==> src/hdl/tsm_pkg.sv <==
// ----------------------------------------------------------------------------
// tsm_pkg
// Shared types, event codes and register indexes of the touch event mapper.
// ----------------------------------------------------------------------------
`timescale 1ns / 1ps
`default_nettype none

package tsm_pkg;

   localparam int RAW_W     = 32;
   localparam int SIZE_W    = 12;
   localparam int POINT_W   = 11;
   localparam int CSR_IDX_W = 3;
   localparam int DIV_STEPS = POINT_W;
   localparam int STEP_W    = 4;

   // event types and codes
   localparam logic [4:0] EV_SYNC      = 5'd0;
   localparam logic [4:0] EV_KEY       = 5'd1;
   localparam logic [4:0] EV_ABS       = 5'd3;
   localparam logic [9:0] ABS_X        = 10'd0;
   localparam logic [9:0] ABS_Y        = 10'd1;
   localparam logic [9:0] ABS_PRESS    = 10'd24;
   localparam logic [9:0] KEY_TOUCH    = 10'd330;
   localparam logic [9:0] SYNC_MARK    = 10'd0;

   // register indexes
   localparam logic [CSR_IDX_W-1:0] CSR_X_RAW_MIN     = 3'd0;
   localparam logic [CSR_IDX_W-1:0] CSR_X_RAW_MAX     = 3'd1;
   localparam logic [CSR_IDX_W-1:0] CSR_Y_RAW_MIN     = 3'd2;
   localparam logic [CSR_IDX_W-1:0] CSR_Y_RAW_MAX     = 3'd3;
   localparam logic [CSR_IDX_W-1:0] CSR_SCREEN_WIDTH  = 3'd4;
   localparam logic [CSR_IDX_W-1:0] CSR_SCREEN_HEIGHT = 3'd5;

   localparam logic [RAW_W-1:0]  RAW_MAX_RESET       = 32'd4095;
   localparam logic [SIZE_W-1:0] SCREEN_WIDTH_RESET  = 12'd480;
   localparam logic [SIZE_W-1:0] SCREEN_HEIGHT_RESET = 12'd320;
   localparam logic [SIZE_W-1:0] SCREEN_LIMIT        = 12'd2048;

   typedef struct packed {
      logic [4:0]              event_type;
      logic [9:0]              event_code;
      logic signed [RAW_W-1:0] event_value;
   } req_type;

   typedef struct packed {
      logic               is_pressed;
      logic [POINT_W-1:0] point_x;
      logic [POINT_W-1:0] point_y;
   } rsp_type;

   typedef struct packed {
      logic signed [RAW_W-1:0] x_raw_min;
      logic signed [RAW_W-1:0] x_raw_max;
      logic signed [RAW_W-1:0] y_raw_min;
      logic signed [RAW_W-1:0] y_raw_max;
      logic [SIZE_W-1:0]       screen_width;
      logic [SIZE_W-1:0]       screen_height;
   } cfg_type;

   typedef enum logic [1:0] {
      OP_NONE,
      OP_PREP,
      OP_MUL,
      OP_STEP
   } unit_op_type;

   typedef struct packed {
      unit_op_type             op;
      logic signed [RAW_W-1:0] raw;
      logic signed [RAW_W-1:0] lo;
      logic signed [RAW_W-1:0] hi;
      logic [SIZE_W-1:0]       size;
   } unit_cmd_type;

   // size 0 acts as 1, sizes above the limit act as the limit
   function automatic logic [SIZE_W-1:0] eff_size(input logic [SIZE_W-1:0] s);
      logic [SIZE_W-1:0] r;
      if (s == '0) begin
         r = {{(SIZE_W-1){1'b0}}, 1'b1};
      end else if (s > SCREEN_LIMIT) begin
         r = SCREEN_LIMIT;
      end else begin
         r = s;
      end
      return r;
   endfunction

endpackage

`default_nettype wire

==> src/hdl/tsm_scale_unit.sv <==
// ----------------------------------------------------------------------------
// tsm_scale_unit
// Shared scaling datapath: offset and span subtract, one 32x12 multiply, and a
// restoring divider that retires one quotient bit per step.
// ----------------------------------------------------------------------------
`timescale 1ns / 1ps
`default_nettype none

module tsm_scale_unit (
   input  wire logic                          clock,
   input  wire logic                          reset,
   input  wire tsm_pkg::unit_cmd_type         cmd,
   output logic [tsm_pkg::POINT_W-1:0]        result
);
   import tsm_pkg::*;

   logic [RAW_W:0]       diff_ff, diff_in;
   logic [RAW_W:0]       span_ff, span_in;
   logic                 empty_ff, empty_in;
   logic                 under_ff, under_in;
   logic                 over_ff, over_in;
   logic [RAW_W-1:0]     rem_ff, rem_in;
   logic [POINT_W-1:0]   num_lo_ff, num_lo_in;
   logic [POINT_W-1:0]   quot_ff, quot_in;

   logic [RAW_W+SIZE_W-1:0] prod;
   logic [RAW_W+1:0]        trial;
   logic [SIZE_W-1:0]       size_m1;

   assign prod    = {{SIZE_W{1'b0}}, diff_ff[RAW_W-1:0]} * {{RAW_W{1'b0}}, cmd.size};
   assign trial   = {1'b0, rem_ff, num_lo_ff[POINT_W-1]} - {2'b00, span_ff[RAW_W-1:0]};
   assign size_m1 = cmd.size - {{(SIZE_W-1){1'b0}}, 1'b1};

   always_comb begin
      diff_in   = diff_ff;
      span_in   = span_ff;
      empty_in  = empty_ff;
      under_in  = under_ff;
      over_in   = over_ff;
      rem_in    = rem_ff;
      num_lo_in = num_lo_ff;
      quot_in   = quot_ff;
      case (cmd.op)
         OP_PREP: begin
            diff_in  = {cmd.raw[RAW_W-1], cmd.raw} - {cmd.lo[RAW_W-1], cmd.lo};
            span_in  = {cmd.hi[RAW_W-1], cmd.hi} - {cmd.lo[RAW_W-1], cmd.lo};
            empty_in = (cmd.hi <= cmd.lo);
            under_in = diff_in[RAW_W];
            over_in  = ($signed(diff_in) >= $signed(span_in));
            quot_in  = '0;
         end
         OP_MUL: begin
            // quotient is below 2^11, so the top part starts below the span
            rem_in    = prod[RAW_W+POINT_W-1:POINT_W];
            num_lo_in = prod[POINT_W-1:0];
         end
         OP_STEP: begin
            if (!trial[RAW_W+1]) begin
               rem_in = trial[RAW_W-1:0];
            end else begin
               rem_in = {rem_ff[RAW_W-2:0], num_lo_ff[POINT_W-1]};
            end
            num_lo_in = {num_lo_ff[POINT_W-2:0], 1'b0};
            quot_in   = {quot_ff[POINT_W-2:0], ~trial[RAW_W+1]};
         end
         default: begin
         end
      endcase
   end

   always_ff @(posedge clock) begin
      if (reset) begin
         empty_ff <= 1'b0;
         under_ff <= 1'b0;
         over_ff  <= 1'b0;
      end else begin
         empty_ff <= empty_in;
         under_ff <= under_in;
         over_ff  <= over_in;
      end
      diff_ff   <= diff_in;
      span_ff   <= span_in;
      rem_ff    <= rem_in;
      num_lo_ff <= num_lo_in;
      quot_ff   <= quot_in;
   end

   always_comb begin
      if (empty_ff || under_ff) begin
         result = '0;
      end else if (over_ff) begin
         result = size_m1[POINT_W-1:0];
      end else begin
         result = quot_ff;
      end
   end

endmodule

`default_nettype wire

==> src/hdl/tsm_ctrl.sv <==
// ----------------------------------------------------------------------------
// tsm_ctrl
// Event decode, latest raw state, and the sequencer that runs both axes of a
// report through the shared scaling unit and loads the held point.
// ----------------------------------------------------------------------------
`timescale 1ns / 1ps
`default_nettype none

module tsm_ctrl (
   input  wire logic                  clock,
   input  wire logic                  reset,
   input  wire logic                  req_valid,
   output logic                       req_ready,
   input  wire tsm_pkg::req_type      req_data,
   output logic                       rsp_valid,
   input  wire logic                  rsp_ready,
   output tsm_pkg::rsp_type           rsp_data,
   input  wire tsm_pkg::cfg_type      cfg,
   output tsm_pkg::unit_cmd_type      unit_cmd,
   input  wire logic [tsm_pkg::POINT_W-1:0] unit_result
);
   import tsm_pkg::*;

   typedef enum logic [5:0] {
      S_IDLE = 6'b000001,
      S_PREP = 6'b000010,
      S_MUL  = 6'b000100,
      S_DIV  = 6'b001000,
      S_AXIS = 6'b010000,
      S_OUT  = 6'b100000
   } state_type;

   state_type             state_ff, state_in;
   logic                  axis_ff, axis_in;
   logic [STEP_W-1:0]     step_ff, step_in;
   logic [RAW_W-1:0]      raw_x_ff, raw_x_in;
   logic [RAW_W-1:0]      raw_y_ff, raw_y_in;
   logic                  pend_ff, pend_in;
   logic                  held_pressed_ff, held_pressed_in;
   logic [POINT_W-1:0]    held_x_ff, held_x_in;
   logic [POINT_W-1:0]    held_y_ff, held_y_in;
   logic [POINT_W-1:0]    sx_ff, sx_in;
   logic [POINT_W-1:0]    sy_ff, sy_in;
   logic                  rsp_valid_ff, rsp_valid_in;

   logic [SIZE_W-1:0]     width_eff;
   logic [SIZE_W-1:0]     height_eff;
   logic [SIZE_W-1:0]     height_m1;
   logic                  accept;
   logic                  val_nonzero;

   assign width_eff   = eff_size(cfg.screen_width);
   assign height_eff  = eff_size(cfg.screen_height);
   assign height_m1   = height_eff - {{(SIZE_W-1){1'b0}}, 1'b1};
   assign req_ready   = (state_ff == S_IDLE);
   assign accept      = req_valid && req_ready;
   assign val_nonzero = (req_data.event_value != '0);

   // first pass maps raw y to screen x, second maps raw x to screen y
   always_comb begin
      unit_cmd.op = OP_NONE;
      case (state_ff)
         S_PREP:  unit_cmd.op = OP_PREP;
         S_MUL:   unit_cmd.op = OP_MUL;
         S_DIV:   unit_cmd.op = OP_STEP;
         default: unit_cmd.op = OP_NONE;
      endcase
      if (axis_ff) begin
         unit_cmd.raw  = raw_x_ff;
         unit_cmd.lo   = cfg.x_raw_min;
         unit_cmd.hi   = cfg.x_raw_max;
         unit_cmd.size = height_eff;
      end else begin
         unit_cmd.raw  = raw_y_ff;
         unit_cmd.lo   = cfg.y_raw_min;
         unit_cmd.hi   = cfg.y_raw_max;
         unit_cmd.size = width_eff;
      end
   end

   always_comb begin
      state_in        = state_ff;
      axis_in         = axis_ff;
      step_in         = step_ff;
      raw_x_in        = raw_x_ff;
      raw_y_in        = raw_y_ff;
      pend_in         = pend_ff;
      held_pressed_in = held_pressed_ff;
      held_x_in       = held_x_ff;
      held_y_in       = held_y_ff;
      sx_in           = sx_ff;
      sy_in           = sy_ff;
      rsp_valid_in    = rsp_valid_ff && !rsp_ready;
      case (state_ff)
         S_IDLE: begin
            if (accept) begin
               if (req_data.event_type == EV_ABS) begin
                  if (req_data.event_code == ABS_X) begin
                     raw_x_in = req_data.event_value;
                  end else if (req_data.event_code == ABS_Y) begin
                     raw_y_in = req_data.event_value;
                  end else if (req_data.event_code == ABS_PRESS) begin
                     pend_in = !req_data.event_value[RAW_W-1] && val_nonzero;
                  end
               end else if (req_data.event_type == EV_KEY
                            && req_data.event_code == KEY_TOUCH) begin
                  pend_in = val_nonzero;
               end else if (req_data.event_type == EV_SYNC
                            && req_data.event_code == SYNC_MARK) begin
                  axis_in  = 1'b0;
                  state_in = S_PREP;
               end
            end
         end
         S_PREP: begin
            state_in = S_MUL;
         end
         S_MUL: begin
            step_in  = '0;
            state_in = S_DIV;
         end
         S_DIV: begin
            step_in = step_ff + {{(STEP_W-1){1'b0}}, 1'b1};
            if (step_ff == STEP_W'(DIV_STEPS - 1)) begin
               state_in = S_AXIS;
            end
         end
         S_AXIS: begin
            if (axis_ff) begin
               sy_in    = height_m1[POINT_W-1:0] - unit_result;
               state_in = S_OUT;
            end else begin
               sx_in    = unit_result;
               axis_in  = 1'b1;
               state_in = S_PREP;
            end
         end
         S_OUT: begin
            // wait for the output slot before touching the held point
            if (!rsp_valid_ff || rsp_ready) begin
               held_pressed_in = pend_ff;
               if (pend_ff) begin
                  held_x_in = sx_ff;
                  held_y_in = sy_ff;
               end
               rsp_valid_in = 1'b1;
               state_in     = S_IDLE;
            end
         end
         default: begin
            state_in = S_IDLE;
         end
      endcase
   end

   always_ff @(posedge clock) begin
      if (reset) begin
         state_ff        <= S_IDLE;
         axis_ff         <= 1'b0;
         step_ff         <= '0;
         raw_x_ff        <= '0;
         raw_y_ff        <= '0;
         pend_ff         <= 1'b0;
         held_pressed_ff <= 1'b0;
         held_x_ff       <= '0;
         held_y_ff       <= '0;
         rsp_valid_ff    <= 1'b0;
      end else begin
         state_ff        <= state_in;
         axis_ff         <= axis_in;
         step_ff         <= step_in;
         raw_x_ff        <= raw_x_in;
         raw_y_ff        <= raw_y_in;
         pend_ff         <= pend_in;
         held_pressed_ff <= held_pressed_in;
         held_x_ff       <= held_x_in;
         held_y_ff       <= held_y_in;
         rsp_valid_ff    <= rsp_valid_in;
      end
      sx_ff <= sx_in;
      sy_ff <= sy_in;
   end

   assign rsp_valid           = rsp_valid_ff;
   assign rsp_data.is_pressed = held_pressed_ff;
   assign rsp_data.point_x    = held_x_ff;
   assign rsp_data.point_y    = held_y_ff;

endmodule

`default_nettype wire

==> src/hdl/touch_event_to_screen_mapper_unit.sv <==
// ----------------------------------------------------------------------------
// touch_event_to_screen_mapper_unit
// Maps touch input events to held screen coordinates on each sync report.
// ----------------------------------------------------------------------------
// Axis, pressure and touch key requests are absorbed and give no response. A sync
// report request presents its response after both axes have been scaled and the
// response register is free: each axis makes one pass (offset and span, one
// multiply, 11 divider steps, result) through a single shared scaling unit, and
// the output state then loads the response. The block does not accept requests
// during that time, so the next request is taken only once the response is loaded.
// The response register holds the last result until taken, and a new report
// waits in its output state until the previous one has left. Configuration
// writes take effect on the next clock and must be made while no report is in
// progress.
`timescale 1ns / 1ps
`default_nettype none

module touch_event_to_screen_mapper_unit (
   input  wire logic                              clock,
   input  wire logic                              reset,
   input  wire logic                              req_valid,
   output logic                                   req_ready,
   input  wire tsm_pkg::req_type                  req_data,
   output logic                                   rsp_valid,
   input  wire logic                              rsp_ready,
   output tsm_pkg::rsp_type                       rsp_data,
   input  wire logic                              csr_we,
   input  wire logic [tsm_pkg::CSR_IDX_W-1:0]     csr_index,
   input  wire logic [tsm_pkg::RAW_W-1:0]         csr_wdata
);
   import tsm_pkg::*;

   cfg_type               cfg_ff, cfg_in;
   unit_cmd_type          unit_cmd;
   logic [POINT_W-1:0]    unit_result;

   always_comb begin
      cfg_in = cfg_ff;
      if (csr_we) begin
         case (csr_index)
            CSR_X_RAW_MIN:     cfg_in.x_raw_min     = csr_wdata;
            CSR_X_RAW_MAX:     cfg_in.x_raw_max     = csr_wdata;
            CSR_Y_RAW_MIN:     cfg_in.y_raw_min     = csr_wdata;
            CSR_Y_RAW_MAX:     cfg_in.y_raw_max     = csr_wdata;
            CSR_SCREEN_WIDTH:  cfg_in.screen_width  = csr_wdata[SIZE_W-1:0];
            CSR_SCREEN_HEIGHT: cfg_in.screen_height = csr_wdata[SIZE_W-1:0];
            default: begin
            end
         endcase
      end
   end

   always_ff @(posedge clock) begin
      if (reset) begin
         cfg_ff.x_raw_min     <= '0;
         cfg_ff.x_raw_max     <= RAW_MAX_RESET;
         cfg_ff.y_raw_min     <= '0;
         cfg_ff.y_raw_max     <= RAW_MAX_RESET;
         cfg_ff.screen_width  <= SCREEN_WIDTH_RESET;
         cfg_ff.screen_height <= SCREEN_HEIGHT_RESET;
      end else begin
         cfg_ff <= cfg_in;
      end
   end

   tsm_ctrl u_ctrl (
      .clock       (clock),
      .reset       (reset),
      .req_valid   (req_valid),
      .req_ready   (req_ready),
      .req_data    (req_data),
      .rsp_valid   (rsp_valid),
      .rsp_ready   (rsp_ready),
      .rsp_data    (rsp_data),
      .cfg         (cfg_ff),
      .unit_cmd    (unit_cmd),
      .unit_result (unit_result)
   );

   tsm_scale_unit u_scale (
      .clock  (clock),
      .reset  (reset),
      .cmd    (unit_cmd),
      .result (unit_result)
   );

endmodule

`default_nettype wire

==> config.mk <==
export PLATFORM = sky130hd
export DESIGN_NAME = touch_event_to_screen_mapper_unit
export DESIGN_NICKNAME = d
export VERILOG_FILES = /design/src/hdl/tsm_pkg.sv /design/src/hdl/tsm_scale_unit.sv /design/src/hdl/tsm_ctrl.sv /design/src/hdl/touch_event_to_screen_mapper_unit.sv
export SDC_FILE = /design/constraint.sdc
export NUM_CORES = 2
export LEC_CHECK = 0
export ABC_AREA = 1
export BUFFER_PORTS_ARGS = -buffer_cell sky130_fd_sc_hd__clkbuf_2
export CAP_MARGIN = 20
export CORE_ASPECT_RATIO = 0.9
export CORE_MARGIN = 5
export CORE_UTILIZATION = 55
export CTS_CLUSTER_SIZE = 12
export DETAILED_ROUTE_END_ITERATION = 10
export PLACE_DENSITY = 0.79
export SETUP_SLACK_MARGIN = 0.1
export SYNTH_ARGS = -nofsm -noshare
export SYNTH_HDL_FRONTEND = slang
export SYNTH_SLANG_ARGS = --single-unit
export TNS_END_PERCENT = 1
==> constraint.sdc <==
create_clock -name clock -period 11.2 [get_ports clock]
set_clock_uncertainty 0.2 [all_clocks]
set_input_delay 1.12 -clock clock [delete_from_list [all_inputs] [get_ports clock]]
set_output_delay 1.12 -clock clock [all_outputs]
set_load 0.1 [all_outputs]
==> flow_summary.ini <==
[status]
status = completed

[clocking]
cts_tree = done
clock-sinks = 395
clk_pin_slew_worst_paths_ns = 0.06
clk_path_buf_depth = 3
clock-root-buffer = clkbuf_16
htree_levels = 2
hold_buffers = 0
cts_buffers = 42
cts_setup_buffers = 0
clock_latency_ns = 0.59
cts_resized = 0

[sta]
slew_headroom_pct = 30.9
finalSetupViolCount = 0
drv_slew = 0
hold_viol_final = 0
final.period_utilization_pct = 66.8
period_needed_ns = 7.48
worstMarginPinSlew_ns = 1.04
setup_tns_ns = 0
grt_setup_unrepaired = no
fmax_mhz = 134

[grt]
grt_max_degree = 125
grt_overflow = 0
antenna_found_initial = 0
grt_pass1_wl_um = 168000
grt_pass1_vias = 30500
grt_util_all_layers_pct = 30.0

[critical_path]
worstSetupStartpointType = flip-flop
cp_common_cell = nand2_1
reg2reg_to = u_scale.rem_ff[19]
crit_slowest_cell = inv_2
reg2reg_slack_ns = 3.72
reg2reg_depth = 25
rr_startpoint = u_ctrl.axis_ff
cp-end-kind = flip-flop
max_stage_delay_ns = 0.63
crit_fanout = 26
cp.required_ns = 11.31
arrival_ns = 7.60
path_class = flip-flop to flip-flop

[detailed_routing]
drt_iter0_markers = 3383
drt-total-wl_um = 106000
vias = 31700
drc = 0
avgRoutedWirePerCell_um = 19.0
ant_nets = 0
first_pass_iters = 6
viasPerCell = 5.66

[floorplanning]
die_h_um = 250
core-area_mm2 = 0.0638
initial_core_util_pct = 55.2
die_area_mm2 = 0.0691
io_pins = 112
fp-row-count = 88
fp.dieW_um = 277

[placed_design]
dp_hpwl_um = 84100
globalplace.congestion = 1.04
io_buffers = 111

[final_layout]
mostFrequentLayoutCells = 921 x nand2_1, 795 x inv_1, 616 x nor2_1, 368 x o21ai_0, 303 x fa_1
area_growth_pct = 7.12
final_nets = 5329
fill_cells = 5754
seq_area_mm2 = 0.00931
num_antenna_cells = 0
drive_above_1_share_pct = 5.42
fin_util_pct = 59.1
multi_input_area_mm2 = 0.0221
final_common_cell = nand2_1

[synth]
ys_dominant_reg_cell = dfxtp_1
synth_top_cell_area_share_pct = 17.2
synth_nets = 5323
synth_area_per_cell_um2 = 7.46
synthTopCellsByArea = fa_1 17%, dfxtp_1 15%, edfxtp_1 12%
yosysSeqAreaShare_pct = 26.5
ys_seq_elements = 395
ys_warn_count = 0
ys_async_sr_fraction_pct = 0
synth_edf_count = 140
yosysUniqueCellTypes = 56
yosys.area.top_type = fa_1
syn-cell-area_mm2 = 0.0352
syn_inst = 4711

[worst_hold_path]
hp-start = u_ctrl.raw_x_ff[6]
holdPathEnd = u_ctrl.raw_x_ff[6]
holdPathStages = 2
worstHoldPathType = flip-flop to flip-flop

[pwr]
cellLeakagePower_nw = 18.1
ir_worst_vdd_uv = 119
powerDensity_mw_per_mm2 = 143
power.total_mw = 5.37

[run]
maxCapViolations = 0
## layout make-up
cell class	count	area share, %
repair buffers	136	2.15
inverters	809	8.07
clock buffers	61	3.20
flip-flops and latches	395	24.7
clock inverters	10	0.279
multi-input cells	3333	58.7
well taps	855	2.84
## flip-flops by register name, summed over array words and instances (netlist names), 4 cells and up
signal,flops
u_ctrl.state_ff,6
u_scale.span_ff,32
u_ctrl.held_x_ff,11
u_ctrl.held_y_ff,11
u_ctrl.sx_ff,11
u_ctrl.step_ff,4
u_scale.num_lo_ff,11
u_ctrl.raw_y_ff,32
u_ctrl.sy_ff,11
u_scale.rem_ff,32
u_scale.quot_ff,11
cfg_ff,152
u_ctrl.raw_x_ff,32
u_scale.diff_ff,32
## per-stage QoR
step	instance area, um^2	hold WS (ns)	setup slack (ns)	cells
6_report	37700	0.245	3.72	5599
2_1_floorplan	35200	0.224	3.36	4711
3_3_place_gp	36300	0.232	3.78	5524
5_1_grt	37700	0.266	3.36	5599
3_5_place_dp	36300	0.238	3.82	5525
4_1_cts	37600	0.247	3.76	5596
## cells by family after synthesis
family,after synthesis,synth area share [%]
AO/OA/AOI/OAI,832,13.0
adder cells (fa/ha/maj),525,25.1
flip-flops,395,26.5
AND/OR/NAND/NOR,1848,21.4
buffers and inverters,983,10.7
XOR/XNOR,96,2.39
multiplexers,32,0.911
## power breakdown
part / leakage (nW) / switching (mW) / internal (mW)
sequential: 3.32 / 0.0135 / 1.58
clock: 0.636 / 0.586 / 0.753
combinational: 14.2 / 1.64 / 0.804
total: 18.1 / 2.24 / 3.14
## cell usage after synthesis, drive strengths merged, types with 37 or more instances
cell,count
o21ai,392
edfxtp,140
a211oi,37
dfxtp,255
clkbuf,120
nand2,929
nand3,162
a21oi,292
ha,222
fa,303
nor2,623
xor2,64
nand4,46
inv,807
buf,54
## worst max-delay path, delay by kind of cell (launching register included)
family                     cells  cell delay (ns)
buffers and inverters          6             1.38
AOI/OAI and AO/OA              4             1.06
adders and majority gates      6             3.04
DFF                            1             0.37
and+or+nand+nor                9             1.15
## worst max path at each step
stage                            start                  to  depth (start not counted)
floorplan           u_ctrl.state_ff[5]    u_scale.under_ff                          6
global placement             cfg_ff[8]  u_scale.rem_ff[30]                         29
detailed placement           cfg_ff[8]  u_scale.rem_ff[30]                         29
CTS                          cfg_ff[1]  u_scale.rem_ff[30]                         29
global route            u_ctrl.axis_ff  u_scale.rem_ff[19]                         25
finish                  u_ctrl.axis_ff  u_scale.rem_ff[19]                         25
## metal layers
metal / wire (um) / vias to the layer above / track usage, %
li1: - / 15000 / -
met1: 46300 / 15000 / 43.7
met2: 46100 / 1547 / 46.3
met3: 10900 / 202 / 6.01
met4: 2980 / 0 / 7.62
met5: 0 / - / 0
Power figures use the tool's default switching activity.
